[config.mk]
export PLATFORM = sky130hd
export DESIGN_NAME = rpc_cfg_regs
export DESIGN_NICKNAME = d
export VERILOG_FILES = /design/src/rtl/rpc_pkg.sv /design/src/rtl/rpc_cfg_regs.sv
export SDC_FILE = /design/constraint.sdc
export NUM_CORES = 1
export LEC_CHECK = 0
export BUFFER_PORTS_ARGS = -buffer_cell sky130_fd_sc_hd__buf_2
export CAP_MARGIN = 20
export CORE_MARGIN = 3
export CORE_UTILIZATION = 56
export CTS_BUF_LIST = sky130_fd_sc_hd__clkbuf_2
export CTS_CLUSTER_SIZE = 10
export DETAILED_ROUTE_END_ITERATION = 7
export HOLD_SLACK_MARGIN = 0.08
export PLACE_DENSITY = 0.86
export RECOVER_POWER = 100
export SLEW_MARGIN = 20
export SYNTH_ARGS = -nofsm -noshare
export SYNTH_HDL_FRONTEND = slang
export SYNTH_SLANG_ARGS = --single-unit
[constraint.sdc]
create_clock -name clk -period 1.8 [get_ports clk]
set_input_delay 0.09 -clock clk [delete_from_list [all_inputs] [get_ports clk]]
set_output_delay 0.09 -clock clk [all_outputs]
set_load 0.01 [all_outputs]
[src/rtl/rpc_pkg.sv]
package rpc_pkg;

  localparam int NSTG  = 7;
  localparam int IDX_W = 3;

  typedef logic signed [31:0] word_t;
  typedef logic [NSTG-1:0]    stage_en_t;

  typedef struct packed {
    word_t w;
    word_t x;
    word_t y;
    word_t z;
  } quat_t;

  typedef struct packed {
    word_t x;
    word_t y;
    word_t z;
  } vec_t;

  typedef struct packed {
    quat_t q;
    vec_t  t;
  } pose_t;

  typedef enum logic [IDX_W-1:0] {
    REG_BASE_QW = 3'd0,
    REG_BASE_QX = 3'd1,
    REG_BASE_QY = 3'd2,
    REG_BASE_QZ = 3'd3,
    REG_BASE_TX = 3'd4,
    REG_BASE_TY = 3'd5,
    REG_BASE_TZ = 3'd6
  } reg_idx_t;

  localparam word_t BASE_QW_RST = 32'sh4000_0000;

  localparam logic signed [65:0] Q_RND = 66'sd1 <<< 29;
  localparam logic signed [99:0] T_RND = 100'sd1 <<< 58;

  localparam word_t SAT_MAX = 32'sh7fff_ffff;
  localparam word_t SAT_MIN = 32'sh8000_0000;

  // rounded quaternion sum at 2^-60, drop 30 fraction bits and clamp
  function automatic word_t sat_q(input logic signed [65:0] r);
    logic signed [35:0] t;
    t = r[65:30];
    if (t[35:31] == {5{t[35]}}) begin
      return t[31:0];
    end
    return t[35] ? SAT_MIN : SAT_MAX;
  endfunction

  // rounded translation sum at 2^-75, drop 59 fraction bits and clamp
  function automatic word_t sat_t(input logic signed [99:0] r);
    logic signed [40:0] t;
    t = r[99:59];
    if (t[40:31] == {10{t[40]}}) begin
      return t[31:0];
    end
    return t[40] ? SAT_MIN : SAT_MAX;
  endfunction

  function automatic logic signed [63:0] mul32(input word_t a, input word_t b);
    logic signed [63:0] r;
    r = a * b;
    return r;
  endfunction

  function automatic logic signed [64:0] mul33(input logic signed [32:0] a,
                                               input word_t b);
    logic signed [64:0] r;
    r = a * b;
    return r;
  endfunction

endpackage

[src/rtl/rpc_cfg_regs.sv]
module rpc_cfg_regs (
  input  logic                      clk,
  input  logic                      rst_n,
  input  logic                      cfg_valid,
  output logic                      cfg_ready,
  input  logic [rpc_pkg::IDX_W-1:0] cfg_index,
  input  rpc_pkg::word_t            cfg_data,
  output rpc_pkg::pose_t            base
);
  import rpc_pkg::*;

  pose_t base_r;
  pose_t base_nxt;

  assign cfg_ready = 1'b1;
  assign base      = base_r;

  always_comb begin
    base_nxt = base_r;
    if (cfg_valid) begin
      case (reg_idx_t'(cfg_index))
        REG_BASE_QW: base_nxt.q.w = cfg_data;
        REG_BASE_QX: base_nxt.q.x = cfg_data;
        REG_BASE_QY: base_nxt.q.y = cfg_data;
        REG_BASE_QZ: base_nxt.q.z = cfg_data;
        REG_BASE_TX: base_nxt.t.x = cfg_data;
        REG_BASE_TY: base_nxt.t.y = cfg_data;
        REG_BASE_TZ: base_nxt.t.z = cfg_data;
        default:     base_nxt = base_r;
      endcase
    end
  end

  always_ff @(posedge clk) begin
    if (!rst_n) begin
      base_r     <= '0;
      base_r.q.w <= BASE_QW_RST;
    end else begin
      base_r <= base_nxt;
    end
  end

endmodule

# Word-level counts from Yosys, hierarchy flattened
# Cells that the tools add are included.
[word_totals]
regBits = 224
in_bits = 38
output_inout_bits = 225
wordCells = 21
[classes]
n_eq_ne = 6
reduce_logical = 8
[ops]
columns = ["operator", "count"]
rows = [
  ["$reduce_and 2->1", 7],
  ["$eq 3x3->1 const B", 3],
  ["$eq 3x2->1 const B", 2],
  ["$eq 3x1->1 const B", 1],
  ["$logic_not 3->1", 1],
]

# Depth between registers and ports, before layout
# Gate-level depths: netlist (run 1).
[logic_depth]
ltp_word = 2
depth_mapped = 5
ltp_nobuf = 2

# Least setup slack after synthesis (run 1)
# No wires, ideal clock.
[synth_timing]
path_kind = "in2reg"
from = "input cfg_index[1] (netlist bit)"
to = "register base_r, in the netlist base[192]"
setup_ns = 0.072
arrival_ns = 1.042
required_time_ns = 1.728
slack_ns = 0.685
path_stages = 4
path_buffers = 2
cell_sequence = "buf_2 nor4b_4 buf_6 mux2i_1"
[synth_between]
elab_chain_len = 2
[synth_lines]
columns = ["element", "line", "text"]
rows = [
  ["from (decl)", "rpc_cfg_regs.sv:6", "input logic [rpc_pkg::IDX_W-1:0] cfg_index,"],
  ["$logic_not 3->1", "rpc_cfg_regs.sv:21", "case (reg_idx_t'(cfg_index))"],
  ["$reduce_and 2->1 (no line)", "n/a", ""],
  ["to (signal assigned)", "rpc_cfg_regs.sv:39", "base_r <= base_nxt;"],
  ["to (decl)", "rpc_cfg_regs.sv:12", "pose_t base_r;"],
]
# No other way between the ends.
# A chain may end at the register's enable or synchronous reset.

==> flow_summary.yaml, run 1 <==
placed_design:
  place_area_um2: 9660
  routabilityCongestion: 0.836
  numPortBuffers: 261
  hpwl_mm: 14.5
  dp.cells: 1179
  pre_cts_slack_ns: 0.391
logic_synthesis:
  postSynthAreaPerCell_um2: 10.5
  syn_inst: 771
  synth_largest_area_cell: "dfxtp_1"
  syn_nets: 809
  synth.area.top_cells: "dfxtp_1 (55%), mux2i_1 (28%), nand2_1 (12%), buf_2 (1.3%), buf_6 (0.97%)"
  netlist.area_leader.share_pct: 55.3
  synth_area_um2: 8110
  synth.distinct_cells: 14
  yosysWarnings: 0
  seq_area_frac_synth_pct: 55.3
  ys_ff_latch: 224
floorplan:
  num_rows: 43
  dieWidth_um: 126
  design.die.area_um2: 16000
  die_y_um: 126
  initial_utilization_pct: 57.7
  io_pins: 263
  fp.coreArea_um2: 14000
setup_path:
  crit_end: "base[222]$_SDFFE_PN1P_"
  crit_fanout: 37
  crit_start: "rst_n"
  r2r_start: "base[222]$_SDFFE_PN1P_"
  path_buf_inv: 5
  crit_arrival_ns: 2.47
  crit_type: "input pin to register"
  cp.required_ns: 2.45
  rr_worst_depth: 3
  slowest_delay_ns: 0.58
  cp_common_cell: "dlygate4sd3_1"
  regToRegEndpoint: "base[222]$_SDFFE_PN1P_"
  rrSetupSlack_ns: 0.61
  cpMaxStageDelayCell: "dlygate4sd3_1"
  path_depth: 7
  end_kind: "register"
  startpoint_type: "input pin"
  cp_top_family: "buffers and inverters"
  crit_chain: "dlygate4sd3_1 -> buf_8 -> buf_12 -> nor2b_1 -> dlygate4sd3_1 -> mux2i_1 -> dlygate4sd3_1"
detailed_routing:
  wirelength_mm: 22.4
  wl_per_cell_um: 17.2
  via_per_inst: 5.18
  vias: 6769
  drcViolationCount: 0
  first_pass_iters: 5
  ant_nets: 0
  drt_iter0_markers: 254
pwr:
  p_seq_share_pct: 57.0
  p_int_mw: 6.62
  leakagePower_nw: 4.81
  p_sw_share_pct: 26.3
  p_switching_mw: 2.37
  power_frac_clock_pct: 35.0
  power_mw: 8.98
  comb_power_share_pct: 8.0
  p_per_area_nw_per_um2: 884
  vdd_drop_max_mv: 0.746
layout:
  nNetsFinal: 1134
  multi_input_area_um2: 3320
  largest_reg_flops: 224
  utilization_pct: 72.4
  drive_gt1_share_pct: 12.3
  syn2layout_area_growth_pct: 25.4
  final_cells: 1308
  ff_latch_area_um2: 4480
  nFillCells: 1140
  final_area_um2: 10200
timing:
  period_share_pct: 101
  hold_violations: 0
  setup_tns_ns: -0.0185
  rsz0062_at_grt: "false"
  tightest_slew_ns: 0.939
  clock.fmax_mhz: 550
  fin_worst_skew_ns: 0
  whs_ns: 0.259
  timing.final.max_slew_violations: 0
  min_period_ns: 1.82
  setup_viol: 1
  setup_ws_ns: -0.0185
  max_slew_margin_pct: 37.4
global_route:
  grt_pass1_wl_mm: 35.5
  grt_max_degree: 48
  grt-ovfl-total: 0
  grt.total_usage_pct: 27.3
  grt_pass1_vias: 6856
  antenna_found_initial: 1
clock_network:
  clock_path_buffers: 3
  clockRootBuffer: "clkbuf_2"
  cts_buffers: 52
  cts_sinks: 224
  path_clk_slew_ns: 0.11
  clkLatencyLatePin_ns: 0.77
  htreeDepth: 2
  post-cts-setup-buffers: 0
  cts_tree: "done"
hold_path:
  min_from: "rst_n"
  min_path_type: "input pin to register"
flow_run:
  drv_cap: 0
status:
  status: "complete, but fails checks"
  violations: "negative setup slack"
[layout by cell type (no fill, tap or decap), types with 2 or more instances in the layout]
cell,n
mux2i_1,224
dlygate4sd3_1,43
nor2b_1,2
dfxtp_1,224
nand2_1,255
nand4b_1,3
clkbuf_2,85
buf_12,5
clkinv_1,5
buf_2,35
clkbuf_1,230
buf_4,8
[worst min-delay path, cell delays in order]
cell,delay (ns)
dlygate4sd3_1,0.58
buf_8,0.19
nand2_1,0.08
mux2i_1,0.05
[power by group through the flow]
stage	Combinational, mW	Sequential [mW]	Clock (mW)
after floorplan	0.345	5.28	0
after global routing	0.774	5.14	3.50
after global placement	0.676	5.23	0
after detailed placement	0.688	5.23	0
final	0.716	5.12	3.15
after CTS	0.757	5.12	3.22
[area by class of cell]
class | count | area share (%)
well taps | 180 | 2.22
diodes | 1 | 0.0246
multi-input cells | 489 | 32.7
repair buffers | 329 | 16.6
flip-flops and latches | 224 | 44.1
clock buffers | 79 | 3.89
clock inverters | 6 | 0.480
[cells by family (layout without fill, tap and decap cells)]
group	count (synthesis)	count (layout)	synth area share, %
flops	224	224	55.3
buf+inv	58	414	3.98
simple gates	264	264	13.0
mux	224	224	27.7
other cells	1	2	0.0463
[how the worst min path moves through the flow]
| stage | cells past startpoint | endpoint | slack, ns |
|---|---|---|---|
| floorplan | 2 | base[222]$_SDFFE_PN1P_ | 0.26 |
| global placement | 3 | base[222]$_SDFFE_PN1P_ | 0.39 |
| detailed placement | 3 | base[222]$_SDFFE_PN1P_ | 0.39 |
| CTS | 4 | base[191]$_SDFFE_PN0P_ | 0.20 |
| global route | 4 | base[0]$_SDFFE_PN0P_ | 0.21 |
| finish | 4 | base[191]$_SDFFE_PN0P_ | 0.26 |
[Yosys cell counts]
master and n:
nor2b_1 2, nand4b_1 3, buf_1 5, dfxtp_1 224, buf_6 7, buf_2 21, and4bb_1 1, clkbuf_1 18
nand4bb_1 2, mux2i_1 224, nand2_1 255, buf_4 7, conb_1 1, nor4b_4 1
[layer usage]
layer	track usage [%]	vias to the layer above	share of wire, %
met5	0	-	0
met4	12.7	0	4.2
met3	7.79	64	7.1
met2	45.6	277	48
met1	32.7	3210	41
li1	-	3218	-
[timing repair]
item / 4_1_cts / 5_1_grt
hold buffers: 44 / 0
endpoints found under the hold margin: 224 / 0
gates resized for setup: 0 / 1
endpoints found under the setup margin: 0 / 13
Power figures use the tool's default switching activity.
==> run 2, diff against run 1 <==
--- a/config.mk
+++ b/config.mk
@@ -7,13 +7,12 @@
 export LEC_CHECK = 0
 export BUFFER_PORTS_ARGS = -buffer_cell sky130_fd_sc_hd__buf_2
 export CAP_MARGIN = 20
-export CORE_MARGIN = 3
-export CORE_UTILIZATION = 56
+export CORE_UTILIZATION = 52
 export CTS_BUF_LIST = sky130_fd_sc_hd__clkbuf_2
 export CTS_CLUSTER_SIZE = 10
 export DETAILED_ROUTE_END_ITERATION = 7
 export HOLD_SLACK_MARGIN = 0.08
-export PLACE_DENSITY = 0.86
+export PLACE_DENSITY = 0.81
 export RECOVER_POWER = 100
 export SLEW_MARGIN = 20
 export SYNTH_ARGS = -nofsm -noshare
==> constraint.sdc (replaced) <==
create_clock -name clk -period 2 [get_ports clk]
set_input_delay 0.1 -clock clk [delete_from_list [all_inputs] [get_ports clk]]
set_output_delay 0.1 -clock clk [all_outputs]
set_load 0.01 [all_outputs]
==> flow_summary.yaml, run 2 (synthesized netlist as in run 1, its figures left out) <==
setup_path:
  startpoint_type: "input pin"
  rr_worst_depth: 3
  cp_common_cell: "clkbuf_1"
  slowest_delay_ns: 1.07
  crit_chain: "dlygate4sd3_1 -> clkbuf_1 -> nand4b_1 -> clkbuf_1 -> mux2i_1"
  crit_fanout: 16
  cpMaxStageDelayCell: "clkbuf_1"
  cp.required_ns: 2.67
  end_kind: "register"
  crit_arrival_ns: 2.40
  crit_type: "input pin to register"
global_route:
  grt.total_usage_pct: 26.4
  grt_max_degree: 63
  antenna_found_initial: 0
  grt-ovfl-total: 0
  grt_pass1_wl_mm: 33.6
  grt_pass1_vias: 6804
placed_design:
  pre_cts_slack_ns: 0.401
  dp.cells: 1184
  routabilityCongestion: 0.749
  place_area_um2: 9590
  hpwl_mm: 13.6
  numPortBuffers: 261
timing:
  setup_viol: 0
  rsz0062_at_grt: "false"
  setup_ws_ns: 0.269
  fin_worst_skew_ns: 0
  min_period_ns: 1.73
  max_slew_margin_pct: 2.73
  whs_ns: 0.270
  setup_tns_ns: 0
  hold_violations: 0
  tightest_slew_ns: 1.46
  timing.final.max_slew_violations: 0
  clock.fmax_mhz: 578
  period_share_pct: 86.6
detailed_routing:
  vias: 6757
  via_per_inst: 5.10
  ant_nets: 0
  wirelength_mm: 21.6
  drcViolationCount: 0
  drt_iter0_markers: 266
  first_pass_iters: 5
  wl_per_cell_um: 16.3
pwr:
  leakagePower_nw: 4.82
  p_switching_mw: 2.19
  vdd_drop_max_mv: 0.547
  comb_power_share_pct: 8.0
  p_seq_share_pct: 57.2
  power_frac_clock_pct: 34.7
  p_per_area_nw_per_um2: 790
  p_sw_share_pct: 27.2
  p_int_mw: 5.86
  power_mw: 8.05
flow_run:
  drv_cap: 0
clock_network:
  htreeDepth: 2
  clkLatencyLatePin_ns: 0.76
  post-cts-setup-buffers: 0
  path_clk_slew_ns: 0.10
  clock_path_buffers: 3
  cts.hold.buffers_added: 42
  cts_tree: "done"
  cts_buffers: 53
  cts_resized: 0
  clockRootBuffer: "clkbuf_2"
  cts_sinks: 224
layout:
  final_cells: 1325
  largest_reg_flops: 224
  nNetsFinal: 1131
  mostFrequentLayoutCell: "nand2_1"
  syn2layout_area_growth_pct: 25.7
  drive_gt1_share_pct: 12.2
  final_cell_mix: "nand2_1 (255), clkbuf_1 (228), mux2i_1 (224), dfxtp_1 (224), clkbuf_2 (79)"
  antennaDiodeCount: 0
  utilization_pct: 67.0
  final_area_um2: 10200
floorplan:
  num_rows: 45
  dieWidth_um: 127
  io_pins: 263
  fp.coreArea_um2: 15200
  design.die.area_um2: 16100
  initial_utilization_pct: 53.3
  die_y_um: 127
hold_path:
  hold_depth: 4
  min_path_type: "input pin to register"
status:
  status: "finished clean"
## run 2: cell count changes in the layout (fill, tap and decap cells not counted), sizes merged
cell         previous run  this run
clkinv                  5        20
clkbuf                315       307
buf                    50        54
bufinv                  1         0
diode                   1         0
dlygate4sd3            43        42
inv                     0         1
## run 2: final timing paths
kind | slack [ns] | to | from
setup / recovery | 0.27 | base[37]$_SDFFE_PN0P_ | cfg_index[0]
hold / removal | 0.27 | base[38]$_SDFFE_PN0P_ | cfg_data[6]
setup reg to reg | 0.82 | base[207]$_SDFFE_PN0P_ | base[207]$_SDFFE_PN0P_
hold reg to reg | 0.46 | base[217]$_SDFFE_PN0P_ | base[217]$_SDFFE_PN0P_
## run 2: worst max-delay path: cells and delay by family
kind,cells,cell delay [ns]
buf+inv,3,1.82
simple gates,1,0.17
mux,1,0.29
## run 2: power groups by stage
stage | logic, mW | registers [mW] | clock network (mW)
4_1_cts | 0.669 | 4.60 | 2.87
3_5_place_dp | 0.607 | 4.71 | 0
5_1_grt | 0.697 | 4.62 | 3.13
3_3_place_gp | 0.600 | 4.70 | 0
6_report | 0.647 | 4.61 | 2.79
2_1_floorplan | 0.310 | 4.75 | 0
## run 2: final cells by class
class	instances	area (um2)
clock inverter	21	80.1
timing repair buffer	325	1670
fill	1291	5010
multi-input combinational	489	3330
tap	188	235
sequential	224	4480
clock buffer	78	390
## run 2: routing by layer
| layer | share of wire [%] | GRT usage (%) |
|---|---|---|
| met4 | 3.8 | 14.0 |
| met1 | 42 | 29.6 |
| met5 | 0 | 0 |
| met2 | 48 | 45.5 |
| met3 | 6.7 | 7.30 |
==> run 3, diff against run 2 <==
--- a/config.mk
+++ b/config.mk
@@ -7,14 +7,17 @@
 export LEC_CHECK = 0
 export BUFFER_PORTS_ARGS = -buffer_cell sky130_fd_sc_hd__buf_2
 export CAP_MARGIN = 20
-export CORE_UTILIZATION = 52
+export CELL_PAD_IN_SITES_DETAIL_PLACEMENT = 0
+export CELL_PAD_IN_SITES_GLOBAL_PLACEMENT = 1
+export CORE_UTILIZATION = 40
 export CTS_BUF_LIST = sky130_fd_sc_hd__clkbuf_2
 export CTS_CLUSTER_SIZE = 10
 export DETAILED_ROUTE_END_ITERATION = 7
 export HOLD_SLACK_MARGIN = 0.08
-export PLACE_DENSITY = 0.81
+export PLACE_DENSITY = 0.82
 export RECOVER_POWER = 100
 export SLEW_MARGIN = 20
 export SYNTH_ARGS = -nofsm -noshare
 export SYNTH_HDL_FRONTEND = slang
 export SYNTH_SLANG_ARGS = --single-unit
+export TNS_END_PERCENT = 20
==> flow_summary.yaml, run 3 (synthesized netlist as in run 1, its figures left out) <==
floorplan:
  dieWidth_um: 144
  num_rows: 51
  io_pins: 263
  die_y_um: 144
  design.die.area_um2: 20800
  initial_utilization_pct: 41.3
  fp.coreArea_um2: 19700
global_route:
  antenna_found_initial: 1
  grt_pass1_wl_mm: 33.3
  grt_pass1_vias: 6301
  grt.total_usage_pct: 20.7
  grt-ovfl-total: 0
  grt_max_degree: 42
timing:
  hold_violations: 0
  setup_tns_ns: 0
  timing.final.max_slew_violations: 0
  setup_viol: 0
  tightest_slew_ns: 1.37
  period_share_pct: 94.1
  clock.fmax_mhz: 531
  max_slew_margin_pct: 8.66
  min_period_ns: 1.88
  rsz0062_at_grt: "false"
  fin_worst_skew_ns: 0
layout:
  nFillCells: 2011
  ff_latch_area_um2: 4480
  largest_reg_flops: 224
  multi_input_area_um2: 3310
  nNetsFinal: 1140
  final_cells: 1404
  mostFrequentLayoutCell: "nand2_1"
  drive_gt1_share_pct: 13.4
  final_cell_mix: "nand2_1 (255), clkbuf_1 (229), mux2i_1 (224), dfxtp_1 (224), clkbuf_2 (98)"
  syn2layout_area_growth_pct: 26.6
clock_network:
  clkLatencyLatePin_ns: 0.77
  cts_buffers: 57
  path_clk_slew_ns: 0.09
  clock_path_buffers: 3
  clockRootBuffer: "clkbuf_2"
  post-cts-setup-buffers: 0
  cts_tree: "done"
  htreeDepth: 2
  cts_resized: 0
  cts_sinks: 224
setup_path:
  rr_worst_depth: 3
  crit_fanout: 15
  startpoint_type: "input pin"
  crit_arrival_ns: 2.60
  crit_chain: "dlygate4sd3_1 -> buf_2 -> nand4b_1 -> dlygate4sd3_1 -> buf_4 -> mux2i_1 -> dlygate4sd3_1"
  cp.required_ns: 2.72
  regToRegEndpoint: "base[222]$_SDFFE_PN1P_"
  crit_start: "cfg_valid"
  crit_type: "input pin to register"
  r2r_start: "base[222]$_SDFFE_PN1P_"
  slowest_delay_ns: 0.58
  path_buf_inv: 5
  rrSetupSlack_ns: 0.80
  path_depth: 7
  end_kind: "register"
  cpMaxStageDelayCell: "dlygate4sd3_1"
  cp_top_family: "buffers and inverters"
  cp_common_cell: "dlygate4sd3_1"
  crit_end: "base[10]$_SDFFE_PN0P_"
hold_path:
  min_path_type: "input pin to register"
  min_from: "rst_n"
flow_run:
  drv_cap: 0
detailed_routing:
  vias: 6555
  wl_per_cell_um: 15.8
  drt_iter0_markers: 186
  drcViolationCount: 0
  wirelength_mm: 22.1
  via_per_inst: 4.67
  ant_nets: 0
  first_pass_iters: 4
placed_design:
  dp.cells: 1263
  hpwl_mm: 14.3
  routabilityCongestion: 0.757
  numPortBuffers: 261
pwr:
  p_per_area_nw_per_um2: 797
  leakagePower_nw: 4.85
  vdd_drop_max_mv: 0.395
  power_mw: 8.18
status:
  status: "finished clean"
run 3: cell types whose count changed in the layout (fill, tap and decap cells not counted):
| cell | change |
|---|---|
| buf_12 | -2 |
| buf_2 | +1 |
| buf_4 | -2 |
| clkbuf_1 | +1 |
| clkbuf_2 | +19 |
| clkinv_1 | -18 |
| clkinv_2 | -1 |
| diode_2 | +1 |
| dlygate4sd3_1 | +3 |
| nand4bb_2 | +1 |
| nand4bb_4 | -1 |
| nor4b_1 | +1 |
| nor4b_4 | -1 |
run 3: area by class of cell:
cell class / instances / share of cell area [%]
Antenna cell: 1 / 0.0244
Multi-Input combinational cell: 489 / 32.2
Sequential cell: 224 / 43.7
Clock inverter: 2 / 0.0731
Tap cell: 265 / 3.23
Timing Repair Buffer: 330 / 16.3
Clock buffer: 93 / 4.53
run 3: worst min-delay path by stage:
stage	endpoint	cells after the start	slack (ns)
after floorplan	base[222]$_SDFFE_PN1P_	2	0.27
after global placement	base[222]$_SDFFE_PN1P_	3	0.39
after detailed placement	base[222]$_SDFFE_PN1P_	3	0.40
after CTS	base[191]$_SDFFE_PN0P_	4	0.17
after global routing	base[191]$_SDFFE_PN0P_	4	0.16
final	base[191]$_SDFFE_PN0P_	4	0.27
run 3: metrics by stage:
| step | hold slack (ns) | cell area (um2) | setup slack (ns) | utilization (%) |
|---|---|---|---|---|
| 2_1_floorplan | 0.266 | 8110 | 0.875 | - |
| 3_3_place_gp | 0.386 | 9690 | 0.454 | 49.3 |
| 3_5_place_dp | 0.396 | 9690 | 0.408 | 49.3 |
| 4_1_cts | 0.168 | 10600 | 0.199 | 54.0 |
| 5_1_grt | 0.160 | 10300 | 0.0910 | 52.2 |
| 6_report | 0.266 | 10300 | 0.117 | 52.2 |
run 3: per-layer routing:
| layer | global-route usage, % | up-vias | share of wire, % |
|---|---|---|---|
| li1 | - | 3220 | - |
| met1 | 25.2 | 3088 | 45 |
| met2 | 33.3 | 205 | 46 |
| met3 | 6.49 | 42 | 6.9 |
| met4 | 9.36 | 0 | 2.4 |
| met5 | 0 | - | 0 |
run 3: power by group:
part           total, mW  leakage [nW]  switching, mW  internal, mW
Clock               2.93         0.392           1.75          1.19
Combinational      0.640          2.64          0.388         0.252
Sequential          4.61          1.81         0.0492          4.56
Total               8.18          4.85           2.19          5.99
run 3: worst reg2reg max path: stages, from the launching register on:
cell and delay (ns):
dfxtp_1 0.32, nor2b_1 0.12, mux2i_1 0.09, dlygate4sd3_1 0.57
run 3: what timing repair did:
item                                    in CTS  in global routing
endpoints found under the hold margin      224                  0
hold buffers                                45                  0
endpoints found under the setup margin       0                  0
